<file path="src/design/tit_pkg.sv">
// shared types, constants and the arctangent table for the twist integrator
// no dependencies
package tit_pkg;

  localparam int unsigned Steps = 30;
  localparam int unsigned QuoW = 63;

  localparam logic signed [19:0] PiQ16 = 20'sd205887;
  localparam logic signed [20:0] TwoPiQ16 = 21'sd411775;
  localparam logic signed [20:0] PiPlusTwoPiQ16 = 21'sd617662;
  localparam logic signed [20:0] FourPiQ16 = 21'sd823550;
  localparam logic signed [34:0] PiQ30 = 35'sd3373259426;
  localparam logic signed [34:0] HalfPiQ30 = 35'sd1686629713;
  localparam logic signed [33:0] OneQ30 = 34'sd1073741824;
  localparam logic signed [33:0] GainQ30 = 34'sd652032874;

  // whole number of turns that keeps the offset turn rate non-negative
  localparam logic [32:0] WrapOffQ16 = 33'd2147818400;
  localparam logic [18:0] TwoPiU = 19'd411775;
  localparam logic [29:0] WrapRecip = 30'((64'd1 << 48) / 64'd411775);

  typedef struct packed {
    logic        zero;
    logic        neg;
    logic [31:0] vx;
    logic [31:0] vy;
    logic [18:0] head;
  } side_t;

  function automatic logic signed [33:0] atan_q30(input int unsigned i);
    logic [63:0] sum;
    logic [63:0] term;
    int unsigned n;
    int unsigned e;
    sum = '0;
    if (i == 0) begin
      return 34'sd843314857;
    end
    for (int unsigned k = 0; k < 31; k++) begin
      n = 2 * k + 1;
      e = i * n;
      if (e <= 60) begin
        term = (64'd1 << (60 - e)) / 64'(n);
        if ((k & 1) == 0) sum = sum + term;
        else sum = sum - term;
      end
    end
    return 34'(signed'((sum + (64'd1 << 29)) >> 30));
  endfunction

endpackage

</file>
<file path="src/design/tit_div_cell.sv">
// one registered restoring-division step, one quotient bit per cell
// depends on tit_pkg
module tit_div_cell import tit_pkg::*; (
  input  logic              clk,
  input  logic              en,
  input  logic [QuoW-1:0]   rem_i,
  input  logic [QuoW-1:0]   num_i,
  input  logic [QuoW-1:0]   quo_i,
  input  logic [45:0]       den_i,
  output logic [QuoW-1:0]   rem_o,
  output logic [QuoW-1:0]   num_o,
  output logic [QuoW-1:0]   quo_o,
  output logic [45:0]       den_o
);

  logic [QuoW:0] trial;

  assign trial = {rem_i, num_i[QuoW-1]};

  always_ff @(posedge clk) begin
    if (en) begin
      den_o <= den_i;
      num_o <= num_i << 1;
      if (trial >= {{(QuoW - 45){1'b0}}, den_i}) begin
        rem_o <= QuoW'(trial - {{(QuoW - 45){1'b0}}, den_i});
        quo_o <= {quo_i[QuoW-2:0], 1'b1};
      end else begin
        rem_o <= QuoW'(trial);
        quo_o <= {quo_i[QuoW-2:0], 1'b0};
      end
    end
  end

endmodule
</file>
<file path="config.mk">
export PLATFORM = sky130hd
export DESIGN_NAME = tit_div_cell
export DESIGN_NICKNAME = d
export VERILOG_FILES = /design/src/design/tit_pkg.sv /design/src/design/tit_div_cell.sv
export SDC_FILE = /design/constraint.sdc
export NUM_CORES = 1
export LEC_CHECK = 0
export ABC_AREA = 0
export BUFFER_PORTS_ARGS = -buffer_cell sky130_fd_sc_hd__buf_2
export CORE_AREA = 2 2 186 188
export DETAILED_ROUTE_END_ITERATION = 8
export DIE_AREA = 0 0 188 190
export SLEW_MARGIN = 20
export SYNTH_ARGS = -nofsm -noshare
export SYNTH_HDL_FRONTEND = slang
export SYNTH_SLANG_ARGS = --single-unit
</file>
<file path="constraint.sdc">
create_clock -name clk -period 7.1 [get_ports clk]
set_clock_uncertainty 0.2 [all_clocks]
set_input_delay 0.71 -clock clk [delete_from_list [all_inputs] [get_ports clk]]
set_output_delay 0.71 -clock clk [all_outputs]
set_load 0.005 [all_outputs]
</file>
After elaboration in Yosys (flattened, before gate mapping)
Index checks and enable logic that the tools add are counted.
{"block": "totals", "regBits": 234, "wordCells": 8, "output_inout_bits": 235, "inputBits": 237}
{"block": "op_classes", "add_sub_neg": 1, "magnitude_cmp": 1, "mux": 2}
{"operator": "$ge 64x46->1", "n": 1}
{"operator": "$mux 63", "n": 1}
{"operator": "$sub 63x46->63", "n": 1}
{"operator": "$mux 1", "n": 1}

Longest topological paths before layout
{"block": "depth", "depth_word": 2, "ltp_mapped": 13, "ltp_nobuf": 12}

Worst setup path before layout
Ideal clock, no wire load.
{"block": "synth_timing", "kind": "in2reg", "from": "in rem_i[49]", "to": "reg rem_o[10] (data pin)", "setup_time_ns": 0.260, "path_buffers": 2, "path_slack_ns": 3.322, "required_ns": 6.640, "arrival_time_ns": 3.318, "path_stages": 10, "cell_sequence": "or3_1 -> buf_2 -> nor4_4 -> nand3_1 -> or4_1 -> or4_4 -> nor3_2 -> a21oi_2 -> buf_6 -> mux2_4"}
{"block": "synth_via", "elab_chain_len": 2}
{"element": "start: declaration", "line": "tit_div_cell.sv:6", "source": "input logic [QuoW-1:0] rem_i,"}
{"element": "$ge 64x46->1", "line": "tit_div_cell.sv:24", "source": "if (trial >= {{(QuoW - 45){1'b0}}, den_i}) begin"}
{"element": "$mux 63", "line": "tit_div_cell.sv:24"}
{"element": "end signal: assignment", "line": "tit_div_cell.sv:25", "source": "rem_o <= QuoW'(trial - {{(QuoW - 45){1'b0}}, den_i});"}
{"element": "end signal: assignment", "line": "tit_div_cell.sv:28", "source": "rem_o <= QuoW'(trial);"}
{"element": "end: declaration", "line": "tit_div_cell.sv:10", "source": "output logic [QuoW-1:0] rem_o,"}
Every way passes these cells.
A chain may end at the register's enable or synchronous reset.

Worst setup path in the final report
{"block": "layout_timing", "from": "in num_i[62]", "to": "reg rem_o[26] (data pin)"}
{"block": "layout_via", "elab_chain_len": 2, "elab_cells_between_ends": 3}
{"element": "start: declaration", "line": "tit_div_cell.sv:7", "source": "input logic [QuoW-1:0] num_i,"}
{"element": "$sub 63x46->63 / $ge 64x46->1 (equally long branches)", "line": "tit_div_cell.sv:25, tit_div_cell.sv:24"}
{"element": "$mux 63 *", "line": "tit_div_cell.sv:24"}
Every way passes the cells marked *; elsewhere a longest branch is shown, timed or not.

==> impl_metrics.toml <==
[worst_setup_path]
cp.required_ns = 7.18
crit_path_cell_trace = "buf_2 -> inv_1 -> ha_1 -> fa_1 -> nor2b_1 -> o211a_1 -> o31ai_1 -> a21bo_2 -> a21boi_0 -> o21ai_0 -> a21oi_4 -> buf_12 -> mux2_4"
worstSetupPathType = "input pin to flip-flop"
start_kind = "input pin"
slowest_delay_ns = 0.67
crit_path_max_fanout = 45
cp-end-kind = "flip-flop"
crit_slowest_cell = "a21oi_4"
crit_arrival_ns = 4.20

[final_layout]
mostFrequentLayoutCells = "buf_2 (468), edfxtp_1 (234), a21oi_1 (60), inv_1 (54), nor2_1 (47)"
area_growth_pct = 32.78
final_common_cell = "buf_2"
drive_gt1_frac = 0.4289
nets = 1581

[routing]
vias_per_cell = 4.809
wl_um = 32780
firstDrtPassIters = 7
first_iter_violations = 492
drc = 0
vias = 8532
postRouteAntennaNets = 0
wl_per_cell_um = 18.48

[logic_synthesis]
ys_warn_count = 0
synth_area_leaders = "edfxtp_1 (63%), mux2_4 (5.4%), ha_1 (5.2%)"
synth-edff-count = 234
synthFlopType = "edfxtp_1"
synth_cells = 826
synth_nets = 1110
netlist_area_um2 = 11160
synth_top_cell_by_area = "edfxtp_1"
synth.avg_cell_area_um2 = 13.51
yosysSeqAreaShare = 0.6299
synth.distinct_cells = 58
synth-async-reset-ratio = 0
synth_top_area_frac = 0.6299
ys_ff_latch = 234

[die]
coreArea_um2 = 33950
rows = 68
die_area_um2 = 35720
ioPinCount = 472
start_util = 0.3286
die_y_um = 190
die-width_um = 188

[global_routing]
grt_pass1_vias = 8235
antenna_found_initial = 8
grt_max_degree = 143
grt_overflow_total = 0
grt_usage = 0.1746
grt_pass1_wl_um = 48390

[sta]
fin_tns_setup_ns = 0
fin_hold_ws_ns = 0.1507
rsz0062_at_grt = "no"
finalHoldViolCount = 0
drv_slew = 0
tightestPinTransition_ns = 1.144
finalCritPeriodShare = 0.5799
finalSetupViolCount = 0
slew_headroom = 0.2325
layout_min_cycle_time_ns = 4.117
fmax_mhz = 242.9

[clock_network]
cts-htree-levels = 1
clock_sinks = 234
clock-root-buffer = "clkbuf_16"
postCtsSetupBuffers = 0
cts_buffer_depth = 3
ctsHoldBuffers = 0
numCtsBuffers = 27
cts_tree = "built"
path_clk_slew_ns = 0.06
post_cts_resize_count = 0

[pwr]
leakagePower_nw = 6.570
powerDensity_nw_per_um2 = 248.2
p_total_mw = 3.676
ir_drop_mv = 0.1817

[flow_run]
drv_cap = 0

[placement]
port_buffers = 469
hpwl_um = 25790
place.gp.congestion = 0.8421

[min_path]
hold_path.class = "input pin to flip-flop"

[run_status]
status = "finished clean"
[sequential cells by signal, summed over array words and instances (netlist names)]
register	cells
den_o	46
num_o	62
quo_o	63
rem_o	63
[final timing paths]
path | from | end | slack (ns) | cells after the start
worst max-delay path | num_i[62] | rem_o[26]$_DFFE_PP_ | 2.98 | 13
worst min-delay path | num_i[45] | num_o[46]$_DFFE_PP_ | 0.15 | 1
[worst max-delay path: cells and delay by family]
kind | cells | cell delay (ns)
AND/OR/NAND/NOR | 1 | 0.23
multiplexers | 1 | 0.34
AO/OA/AOI/OAI | 6 | 1.71
adder cells (fa/ha/maj) | 2 | 0.63
buffers and inverters | 3 | 0.47
[area by class of cell]
cell class	count	area, µm²
antenna	4	10.01
clock buffer	31	690.7
clock inverter	16	143.9
fill	3200	19130
inverter	54	202.7
multi-input combinational	508	3777
sequential	234	7027
tap	455	569.3
timing repair buffer	472	2392
[where the power goes]
group	switching, mW	internal, mW
Clock	0.547	0.769
Combinational	0.338	0.311
Sequential	0.0290	1.68
Total	0.914	2.76
[cells by family (layout without fill, tap and decap cells)]
kind of cell / Yosys count / after routing / synth area share
simple gates: 184 / 184 / 0.08243
other cells: 1 / 5 / 0.0003362
xor+xnor: 60 / 60 / 0.04711
mux: 43 / 43 / 0.05664
buf+inv: 84 / 573 / 0.03219
fa+ha+maj: 47 / 47 / 0.05339
compound gates: 173 / 173 / 0.09803
flops: 234 / 234 / 0.6299
[synthesized netlist by cell type, types with 3 or more instances]
cell type / n
and2_1: 4
nand3_1: 26
a31oi_1: 9
o21bai_1: 10
a211o_1: 4
nand4_1: 14
o21ai_0: 28
nor2_1: 47
and3_1: 9
inv_1: 54
buf_6: 5
xor2_1: 17
xnor2_1: 43
o211ai_1: 3
clkbuf_1: 22
or3_1: 4
or2_2: 5
nand2_1: 45
a21boi_0: 4
nor3b_1: 3
or4_1: 3
a21oi_1: 60
nor3_1: 9
a21o_1: 21
edfxtp_1: 234
nor4_1: 4
mux2_4: 40
ha_1: 46
o31ai_1: 4
o21a_1: 7
a211oi_1: 7
[metrics by stage]
stage | worst slack (ns) | utilization | cell area, µm² | cells
6_report | 2.983 | 0.4363 | 14810 | 1774
5_1_grt | 2.741 | 0.4361 | 14810 | 1771
4_1_cts | 2.997 | 0.4361 | 14800 | 1770
3_5_place_dp | 2.434 | 0.4115 | 13970 | 1723
3_3_place_gp | 2.466 | 0.4115 | 13970 | 1723
2_1_floorplan | 3.322 | - | 11160 | 826
[metal layers]
layer  GRT usage  vias to the layer above  part of all wire  wire length, µm
li1            -                     4033                 -                -
met1      0.2024                     4076              0.38            12560
met2      0.3057                      358              0.49            16220
met3     0.05386                       59             0.090             2965
met4     0.06027                        6             0.030              995
met5           0                        -            0.0013               44
Power figures use the tool's default switching activity.
