$ cat config.mk
export PLATFORM = sky130hd
export DESIGN_NAME = tit_cordic_cell
export DESIGN_NICKNAME = d
export VERILOG_FILES = /design/src/design/tit_pkg.sv /design/src/design/tit_cordic_cell.sv
export SDC_FILE = /design/constraint.sdc
export NUM_CORES = 1
export LEC_CHECK = 0
export BUFFER_PORTS_ARGS = -buffer_cell sky130_fd_sc_hd__clkbuf_2
export CAP_MARGIN = 5
export CORE_MARGIN = 4
export CORE_UTILIZATION = 25
export CTS_BUF_LIST = sky130_fd_sc_hd__clkbuf_16
export DETAILED_ROUTE_END_ITERATION = 8
export PLACE_DENSITY = 0.5
export SLEW_MARGIN = 15
export SYNTH_ARGS = -nofsm -noshare
export SYNTH_HDL_FRONTEND = slang
export SYNTH_SLANG_ARGS = --single-unit
$ cat constraint.sdc
create_clock -name clk -period 14.7 [get_ports clk]
set_input_delay 2.94 -clock clk [delete_from_list [all_inputs] [get_ports clk]]
set_output_delay 2.94 -clock clk [all_outputs]
set_load 0.01 [all_outputs]
$ cat src/design/tit_pkg.sv
// shared types, constants and the arctangent table for the twist integrator
// no dependencies
package tit_pkg;

  localparam int unsigned Steps = 30;
  localparam int unsigned QuoW = 63;

  localparam logic signed [19:0] PiQ16 = 20'sd205887;
  localparam logic signed [20:0] TwoPiQ16 = 21'sd411775;
  localparam logic signed [20:0] PiPlusTwoPiQ16 = 21'sd617662;
  localparam logic signed [20:0] FourPiQ16 = 21'sd823550;
  localparam logic signed [34:0] PiQ30 = 35'sd3373259426;
  localparam logic signed [34:0] HalfPiQ30 = 35'sd1686629713;
  localparam logic signed [33:0] OneQ30 = 34'sd1073741824;
  localparam logic signed [33:0] GainQ30 = 34'sd652032874;

  // whole number of turns that keeps the offset turn rate non-negative
  localparam logic [32:0] WrapOffQ16 = 33'd2147818400;
  localparam logic [18:0] TwoPiU = 19'd411775;
  localparam logic [29:0] WrapRecip = 30'((64'd1 << 48) / 64'd411775);

  typedef struct packed {
    logic        zero;
    logic        neg;
    logic [31:0] vx;
    logic [31:0] vy;
    logic [18:0] head;
  } side_t;

  function automatic logic signed [33:0] atan_q30(input int unsigned i);
    logic [63:0] sum;
    logic [63:0] term;
    int unsigned n;
    int unsigned e;
    sum = '0;
    if (i == 0) begin
      return 34'sd843314857;
    end
    for (int unsigned k = 0; k < 31; k++) begin
      n = 2 * k + 1;
      e = i * n;
      if (e <= 60) begin
        term = (64'd1 << (60 - e)) / 64'(n);
        if ((k & 1) == 0) sum = sum + term;
        else sum = sum - term;
      end
    end
    return 34'(signed'((sum + (64'd1 << 29)) >> 30));
  endfunction

endpackage

$ cat src/design/tit_cordic_cell.sv
// one registered rotation step of the sine/cosine chain
// depends on tit_pkg
module tit_cordic_cell import tit_pkg::*; #(
  parameter int unsigned Idx = 0
) (
  input  logic               clk,
  input  logic               en,
  input  logic signed [34:0] x_i,
  input  logic signed [34:0] y_i,
  input  logic signed [35:0] z_i,
  output logic signed [34:0] x_o,
  output logic signed [34:0] y_o,
  output logic signed [35:0] z_o
);

  localparam logic signed [35:0] Ang = 36'(atan_q30(Idx));

  logic signed [34:0] dx;
  logic signed [34:0] dy;

  assign dx = x_i >>> Idx;
  assign dy = y_i >>> Idx;

  always_ff @(posedge clk) begin
    if (en) begin
      if (z_i >= 0) begin
        x_o <= x_i - dy;
        y_o <= y_i + dx;
        z_o <= z_i - Ang;
      end else begin
        x_o <= x_i + dy;
        y_o <= y_i - dx;
        z_o <= z_i + Ang;
      end
    end
  end

endmodule

### Word-level counts from Yosys, hierarchy flattened

Index checks and enable logic that the tools add are counted.

| storage, ports and cells | value |
|---|---|
| flip-flop bits (word level) | 106 |
| logic and storage cells | 12 |
| input bits | 108 |
| output and inout bits | 106 |

| operators by class | value |
|---|---|
| order comparisons | 1 |
| $add $sub $neg | 5 |
| mux-type cells | 3 |

Operators with widths:

| operator | count |
|---|---|
| 35-bit 2-to-1 mux | 2 |
| 35-bit subtractor | 2 |
| 36-bit by 31-bit adder with 36-bit output, second input constant | 1 |
| 36-bit by 1-bit greater-or-equal comparator with 1-bit output, second input constant | 1 |
| 36-bit 2-to-1 mux | 1 |
| 36-bit by 31-bit subtractor with 36-bit output, second input constant | 1 |
| 35-bit adder | 1 |

### Longest topological paths before layout

Gate-level depths: netlist of the first run.

| depth | value |
|---|---|
| depth in word-level cells | 2 |
| gate-level depth with buffers | 20 |

### Worst setup path after synthesis of the first run

Ideal clock, no wire load.

| timing path | value |
|---|---|
| kind | input -> register |
| start | in z_i[35] |
| end | reg z_o[32], data pin |
| required time | 14.439 ns |
| arrival | 6.415 ns |
| library setup time | 0.261 ns |
| slack | 8.024 ns |
| cell stages on the path | 19 |
| cells stage by stage | inv_1 -> ha_1 -> nor4b_1 -> nand4_1 -> nor3_1 -> nand2b_1 -> buf_2 -> buf_2 -> buf_4 -> ha_1 -> a21o_1 -> a221oi_2 -> a211oi_1 -> o31ai_2 -> a211o_1 -> a21oi_1 -> a21oi_1 -> nor3_1 -> a311o_1 |

| on the way | value |
|---|---|
| longest elaborated chain between the ends | 2 |

Ends and longest elaborated chain:

| item | line | source |
|---|---|---|
| start: declaration | tit_cordic_cell.sv:10 | `input logic signed [35:0] z_i,` |
| 36-bit by 1-bit greater-or-equal comparator with 1-bit output | tit_cordic_cell.sv:26 | `if (z_i >= 0) begin` |
| 36-bit 2-to-1 mux | tit_cordic_cell.sv:26 |  |
| end signal: assignment | tit_cordic_cell.sv:29 | `z_o <= z_i - Ang;` |
| end signal: assignment | tit_cordic_cell.sv:33 | `z_o <= z_i + Ang;` |
| end: declaration | tit_cordic_cell.sv:13 | `output logic signed [35:0] z_o` |

No other way between the ends.
A chain may end at the register's enable or synchronous reset.

### Worst setup path after layout of the first run

Ends and elaborated chain as after synthesis.

==> impl_summary.log, run 1 <==
[metrics] post-detailed-route DRC marker count: 0
[metrics] number of CTS-inserted buffers: 9
[metrics] number of global-route vias before repair: between 10000 and 15000
[metrics] min cycle time layout: between 7000 and 8000 ps
[metrics] Final Hold Slack: roughly 2800 ps
[metrics] largest area contributor in the netlist: sky130_fd_sc_hd__edfxtp_1
[metrics] total global routing track utilization: around 16%
[metrics] # fillers: slightly below 5000
[metrics] count of mapped cells out of synthesis: approximately 1400
[metrics] global-route wire length before repair: about 64000 µm
[metrics] clock sink count: roughly 110
[metrics] pre-CTS worst setup slack: between 6000 and 7000 ps
[metrics] HPWL after DPL: between 30000 and 40000 µm
[metrics] number of max-cap violations: 0
[metrics] pin count of the biggest net entering global routing: 76
[metrics] main area contributors after synthesis: sky130_fd_sc_hd__edfxtp_1 27%, sky130_fd_sc_hd__ha_1 15%, sky130_fd_sc_hd__a21oi_1 6.6%
[metrics] vias after detailed routing: ~11000
[metrics] clock tree from TritonCTS: yes
[metrics] vertical die dimension: between 200 and 250 µm
[metrics] die width: around 220 µm
[metrics] Max-Slew Margin vs Limit: about a fifth
[metrics] setup repair after global routing missed its margin: false
[metrics] layout cell share with drive strength beyond 1: 17.3%
[metrics] detailed-route wire length per cell: 19.7 µm
[metrics] cell with the most instances after synthesis: sky130_fd_sc_hd__a21oi_1
[metrics] clk slew on worst S/H paths: ~80 ps
[metrics] placeable core area: about 0.045 mm²
[metrics] proportion of synthesized flip-flops having asynchronous set or reset: 0%
[metrics] Crit. End Element: flop
[metrics] post-synthesis cell area: approximately 0.011 mm²
[metrics] CTS root buffer: sky130_fd_sc_hd__clkbuf_16
[metrics] top flip-flop cell by instance count after synthesis: sky130_fd_sc_hd__edfxtp_1
[metrics] EDFF count, synth: 105
[metrics] termination of the worst setup path: z_o[32]$_DFFE_PP_
[metrics] number of nets in the layout: around 1800
[metrics] total number of yosys warnings: 0
[metrics] number of gates resized after CTS: 0
[metrics] IO Pins: around 210
[metrics] data required time at the worst endpoint: between 10000 and 15000 ps
[metrics] setup bufs post-CTS: 0
[metrics] launching instance or port of the critical path: z_i[35]
[metrics] final period utilization: about half
[metrics] area of combinational cells with multiple inputs: about 0.0075 mm²
[metrics] RePlAce Congestion: approximately 0.9
[metrics] floorplan row count: between 70 and 80
[metrics] vias per std cell: 5.10
[metrics] outcome: finished clean
[metrics] number of flip-flops and latches in the synthesized netlist: ~110
[metrics] Overflow after GRT: 0
[metrics] startpoint class of the critical path: input port
[metrics] number of setup violations in the final report: 0
[metrics] hold-fix buffers at CTS: 0
[metrics] number of placed instances with taps included: approximately 2100
[metrics] summed negative setup slack over all endpoints: 0 ps
[metrics] top-area cell type share of the netlist area: between 20% and 30%
[metrics] storage element area: 0.00315 mm²
[metrics] Tightest Pin Transition: 1190 ps
[metrics] deepest level of the CTS H-tree: 3
[metrics] Buffers on Ports: between 200 and 250
[metrics] biggest fanout along the worst timing path: 69
[metrics] post-route insts no fill: approximately 2100
[metrics] count of final max-slew check failures: 0
[metrics] Area Overhead vs Synth: 15.7%
[metrics] Crit Path Class: input port to flop
[metrics] WL final: about 42000 µm
[metrics] count of cell types in the netlist: just over 80
[metrics] Post-Synthesis Net Count: roughly 1600
[metrics] Fin. Hold Viols: 0
[metrics] number of antenna violations at the first check in global routing: 5
[metrics] Avg Cell Area, Syn: ~8.5 µm²
[metrics] worst setup slack after layout: slightly above 7000 ps
[metrics] P_leak: 0.00576 µW
[metrics] DRT iter0 DRCs: approximately 900
[metrics] die area: about 0.049 mm²
[metrics] power per standard cell area: slightly below 90 mW/mm²
[metrics] commonest cells in the netlist: 151 x sky130_fd_sc_hd__a21oi_1, 137 x sky130_fd_sc_hd__ha_1, 119 x sky130_fd_sc_hd__inv_1
[metrics] largest buffer count on any clock path: 2
[metrics] Starting Density: between 20% and 30%
[metrics] worst vdd rail ir drop: 0.0479 mV
[metrics] timing-limited maximum frequency: 134 MHz
[metrics] worst hold path type: input port to flop
[metrics] sequential fraction of the synthesis area: around 27%
[metrics] Worst EP arrival: ~7600 ps
[metrics] 1st-pass router iterations: 6
[metrics] antenna viol nets, final: 0
[worst min path at each step]
stage	from	to	cells after the start
floorplan	en	x_o[0]$_DFFE_PP_	0
global placement	z_i[0]	z_o[0]$_DFFE_PP_	2
detailed placement	z_i[0]	z_o[0]$_DFFE_PP_	2
CTS	z_i[0]	z_o[0]$_DFFE_PP_	2
global route	z_i[0]	z_o[0]$_DFFE_PP_	2
finish	z_i[0]	z_o[0]$_DFFE_PP_	2
[placed cells by master (no fill, tap or decap), types with 7 or more instances in the layout]
| cell | n |
|---|---|
| sky130_fd_sc_hd__a31oi_1 | 12 |
| sky130_fd_sc_hd__o21ai_0 | 84 |
| sky130_fd_sc_hd__nor2_1 | 111 |
| sky130_fd_sc_hd__nor4_1 | 17 |
| sky130_fd_sc_hd__mux2i_1 | 8 |
| sky130_fd_sc_hd__inv_1 | 120 |
| sky130_fd_sc_hd__o211ai_1 | 27 |
| sky130_fd_sc_hd__nand3_1 | 34 |
| sky130_fd_sc_hd__clkbuf_16 | 9 |
| sky130_fd_sc_hd__o21a_1 | 9 |
| sky130_fd_sc_hd__o21bai_1 | 31 |
| sky130_fd_sc_hd__o31ai_1 | 10 |
| sky130_fd_sc_hd__edfxtp_1 | 105 |
| sky130_fd_sc_hd__nand2_1 | 71 |
| sky130_fd_sc_hd__o21ai_1 | 9 |
| sky130_fd_sc_hd__a21o_1 | 41 |
| sky130_fd_sc_hd__or3_1 | 13 |
| sky130_fd_sc_hd__nor3_1 | 32 |
| sky130_fd_sc_hd__a211oi_1 | 18 |
| sky130_fd_sc_hd__nand4_1 | 18 |
| sky130_fd_sc_hd__and2_1 | 7 |
| sky130_fd_sc_hd__ha_1 | 137 |
| sky130_fd_sc_hd__xor2_1 | 16 |
| sky130_fd_sc_hd__a21boi_0 | 7 |
| sky130_fd_sc_hd__nor2b_1 | 16 |
| sky130_fd_sc_hd__xnor2_1 | 81 |
| sky130_fd_sc_hd__clkbuf_2 | 212 |
| sky130_fd_sc_hd__a21oi_1 | 151 |
[sequential cells by signal, indices dropped and copies added, names as in the netlist]
signal  flops
y_o        34
x_o        35
z_o        36
[critical path, cell delays in order]
cell and delay, ps:
sky130_fd_sc_hd__clkbuf_2 150, sky130_fd_sc_hd__inv_1 100, sky130_fd_sc_hd__ha_1 140, sky130_fd_sc_hd__nor4b_1 220, sky130_fd_sc_hd__nand4_1 170, sky130_fd_sc_hd__nor3_1 400, sky130_fd_sc_hd__nand2b_4 420, sky130_fd_sc_hd__inv_2 40
sky130_fd_sc_hd__buf_4 400, sky130_fd_sc_hd__ha_1 480, sky130_fd_sc_hd__and3_1 220, sky130_fd_sc_hd__a221oi_2 360, sky130_fd_sc_hd__a211oi_1 160, sky130_fd_sc_hd__o31ai_2 310, sky130_fd_sc_hd__a211o_1 220, sky130_fd_sc_hd__a21oi_1 130
sky130_fd_sc_hd__a21oi_1 340, sky130_fd_sc_hd__nor3_1 80, sky130_fd_sc_hd__a311o_1 270
[area by class of cell]
class                           instances  share of cell area, %
Sequential cell                       105                   23.7
Clock inverter                          7                  0.509
Multi-Input combinational cell       1071                   56.6
Inverter                              123                   3.48
Tap cell                              600                   5.65
Timing Repair Buffer                  218                   8.32
Antenna cell                            1                 0.0188
Clock buffer                            9                   1.70
[metrics by stage]
stage	power [µW]	instance area, µm²	utilization (%)
after floorplan	734	11500	-
after global placement	910	13000	28.6
after detailed placement	908	13000	28.6
after CTS	1180	13300	29.3
after global routing	1240	13300	29.3
final	1170	13300	29.3
[power breakdown]
part / internal [µW] / switching [µW]
clock network: 132 / 130
logic: 182 / 307
registers: 398 / 16.2
total: 713 / 454
[kinds of logic (layout without fill, tap and decap cells)]
| group | Yosys count | count (layout) | synth area share (%) |
|---|---|---|---|
| compound gates | 474 | 474 | 27.0 |
| simple gates | 351 | 351 | 14.7 |
| buf+inv | 180 | 357 | 7.13 |
| fa+ha+maj | 141 | 141 | 15.6 |
| flops | 105 | 105 | 27.5 |
| xor+xnor | 97 | 97 | 7.40 |
| mux | 8 | 8 | 0.697 |
| other cells | 0 | 1 | 0 |
[per-layer routing]
layer,routed length [µm],vias up,global-route usage (%)
li1,-,5292,-
met5,57,-,0
met4,669,8,4.18
met1,18700,5178,21.6
met2,19900,369,27.5
met3,2680,36,3.33
Power figures use the tool's default switching activity.
==> inputs of run 2 (changes only) <==
- clock period: 14.7 -> 7.6 ns (I/O delays scaled with it)
==> impl_summary.log, run 2 (same netlist as run 1, synthesis figures left out) <==
[metrics] WL final: 41800 µm (was 41900 µm)
[metrics] number of global-route vias before repair: 10742 (was 10670)
[metrics] most frequent cells in the layout: 212 x sky130_fd_sc_hd__clkbuf_2, 151 x sky130_fd_sc_hd__a21oi_1, 137 x sky130_fd_sc_hd__ha_1, 121 x sky130_fd_sc_hd__inv_1, 111 x sky130_fd_sc_hd__nor2_1 (was 212 x sky130_fd_sc_hd__clkbuf_2, 151 x sky130_fd_sc_hd__a21oi_1, 137 x sky130_fd_sc_hd__ha_1, 120 x sky130_fd_sc_hd__inv_1, 111 x sky130_fd_sc_hd__nor2_1)
[metrics] Area Overhead vs Synth: 15.7% (about the same)
[metrics] vias after detailed routing: 11004 (was 10883)
[metrics] Tightest Pin Transition: 1050 ps (was 1190 ps)
[metrics] largest buffer count on any clock path: 2 (unchanged)
[metrics] placeable core area: 0.0454 mm² (unchanged)
[metrics] number of CTS-inserted buffers: 9 (unchanged)
[metrics] antenna viol nets, final: 0 (unchanged)
[metrics] clock tree from TritonCTS: yes (unchanged)
[metrics] worst vdd rail ir drop: 0.0945 mV (was 0.0479 mV)
[metrics] die width: 222 µm (unchanged)
[metrics] die area: 0.0494 mm² (unchanged)
[metrics] deepest level of the CTS H-tree: 3 (unchanged)
[metrics] Starting Density: 25.3% (unchanged)
[metrics] IO Pins: 214 (unchanged)
[metrics] number of flip-flops in the largest register: 36 (unchanged)
[metrics] startpoint class of the critical path: input port (unchanged)
[metrics] post-detailed-route DRC marker count: 0 (unchanged)
[metrics] floorplan row count: 78 (unchanged)
[metrics] hold path cells: 2 (unchanged)
[metrics] outcome: finished clean (unchanged)
[metrics] summed negative setup slack over all endpoints: 0 ps (unchanged)
[metrics] Crit. End Element: flop (unchanged)
[metrics] layout cell share with drive strength beyond 1: 17.4% (was 17.3%)
[metrics] Worst Min Path Start: z_i[0] (unchanged)
[metrics] RePlAce Congestion: 0.898 (was 0.895)
[metrics] worst-path cell chain: clkbuf_2, inv_1, ha_1, nor4b_1, nand4_1, nor3_1, nand2b_4, buf_4, ha_1, a21oi_1, o21bai_1, a2111oi_0, nor3_1, o21ai_0, o311ai_0, nor3_1 (was clkbuf_2, inv_1, ha_1, nor4b_1, nand4_1, nor3_1, nand2b_4, inv_2, buf_4, ha_1, and3_1, a221oi_2, a211oi_1, o31ai_2, a211o_1, a21oi_1, a21oi_1, nor3_1, a311o_1)
[metrics] HPWL after DPL: 33900 µm (was 33400 µm)
[metrics] number of gates resized after CTS: 0 (unchanged)
[metrics] detailed-route wire length per cell: 19.6 µm (was 19.7 µm)
[metrics] clock sink count: 105 (unchanged)
[metrics] number of max-cap violations: 0 (unchanged)
[metrics] vias per std cell: 5.15 (was 5.10)
[metrics] Max-Slew Margin vs Limit: 28.9% (was 19.7%)
[metrics] launching instance or port of the critical path: z_i[35] (unchanged)
[metrics] biggest fanout along the worst timing path: 72 (was 69)
[metrics] power per standard cell area: 169 mW/mm² (was 87.8 mW/mm²)
[metrics] number of setup violations in the final report: 0 (unchanged)
[metrics] number of nets in the layout: 1777 (unchanged)
[metrics] total global routing track utilization: 16.3% (was 16.4%)
[metrics] worst setup slack after layout: 1660 ps (was 7260 ps)
[metrics] setup repair after global routing missed its margin: false (unchanged)
[metrics] Top reg by flops: z_o (unchanged)
[metrics] setup bufs post-CTS: 0 (unchanged)
[metrics] Crit Path Class: input port to flop (unchanged)
[metrics] Worst Hold Endpoint: z_o[0]$_DFFE_PP_ (unchanged)
[metrics] pre-CTS worst setup slack: 1320 ps (was 6830 ps)
[metrics] gate family responsible for the most delay along the worst path: simple AND/OR/NAND/NOR gates (was compound AO/OA/AOI/OAI gates)
[metrics] worst hold path type: input port to flop (unchanged)
[metrics] Critical Path Most Common Cell: sky130_fd_sc_hd__nor3_1
[metrics] data required time at the worst endpoint: 7820 ps (was 14850 ps)
[metrics] timing-limited maximum frequency: 168 MHz
[metrics] 1st-pass router iterations: 5 (was 6)
[metrics] CTS root buffer: sky130_fd_sc_hd__clkbuf_16 (unchanged)
[metrics] slowest cell on the critical path: sky130_fd_sc_hd__buf_4 (was sky130_fd_sc_hd__ha_1)
[metrics] count of final max-slew check failures: 0 (unchanged)
[metrics] final period utilization: about four fifths
[metrics] most common library cell in the layout ignoring fill and taps: sky130_fd_sc_hd__clkbuf_2 (unchanged)
[metrics] Buffers on Ports: 213 (unchanged)
[metrics] P_leak: 0.00576 µW (about the same)
[metrics] delay of the slowest critical-path stage: 720 ps (was 480 ps)
[metrics] DRT iter0 DRCs: 1053 (was 898)
[metrics] vertical die dimension: 222 µm (unchanged)
[metrics] clk slew on worst S/H paths: 80 ps (about the same)
[metrics] Worst EP arrival: 6160 ps (was 7590 ps)
[metrics] hold-fix buffers at CTS: 0 (unchanged)
[metrics] Fin. Hold Viols: 0 (unchanged)
[metrics] pin count of the biggest net entering global routing: 73 (was 76)
[metrics] total buffers and inverters traversed by the critical path: 3 (was 4)
[metrics] Overflow after GRT: 0 (unchanged)
[metrics] final core occ: 29.3% (about the same)
[metrics] number of antenna violations at the first check in global routing: 5 (unchanged)
[metrics] biggest regs: z_o x36, x_o x35, y_o x34 (unchanged)
[metrics] global-route wire length before repair: 63600 µm (was 63900 µm)
[metrics] min cycle time layout: between 5000 and 6000 ps
run 2: metrics by stage:
step	std cells	total power [µW]	hold WS, ps	area (µm²)
2_1_floorplan	1356	1420	1630	11500
3_3_place_gp	2117	1760	1820	13000
3_5_place_dp	2117	1760	1820	13000
4_1_cts	2133	2270	1390	13300
5_1_grt	2135	2390	1420	13300
6_report	2135	2240	1430	13300
run 2: cell type report:
cell class,instances,area (µm²)
Clock inverter,7,63.8
Inverter,123,463
Timing Repair Buffer,218,1110
Sequential cell,105,3150
Tap cell,600,751
Multi-Input combinational cell,1071,7520
Clock buffer,9,225
Antenna cell,2,5.00
Fill cell,4961,32100
run 2: power by group:
part | leakage [µW] | switching [µW] | total (µW) | internal (µW)
registers | 0.00103 | 33.9 | 805 | 771
clock network | 0.000148 | 240 | 493 | 253
logic | 0.00458 | 593 | 944 | 351
total | 0.00576 | 867 | 2240 | 1370
run 2: how the worst max path moves through the flow:
stage,depth (start not counted),to
2_1_floorplan,19,z_o[32]$_DFFE_PP_
3_3_place_gp,19,z_o[35]$_DFFE_PP_
3_5_place_dp,16,z_o[35]$_DFFE_PP_
4_1_cts,16,z_o[35]$_DFFE_PP_
5_1_grt,16,z_o[35]$_DFFE_PP_
6_report,16,z_o[35]$_DFFE_PP_
run 2: per-layer routing:
layer | GRT usage [%] | vias to the layer above | wire (µm)
li1 | - | 5300 | -
met1 | 21.4 | 5231 | 18600
met2 | 27.6 | 421 | 19900
met3 | 3.24 | 46 | 2550
met4 | 4.30 | 6 | 788
met5 | 0 | - | 47
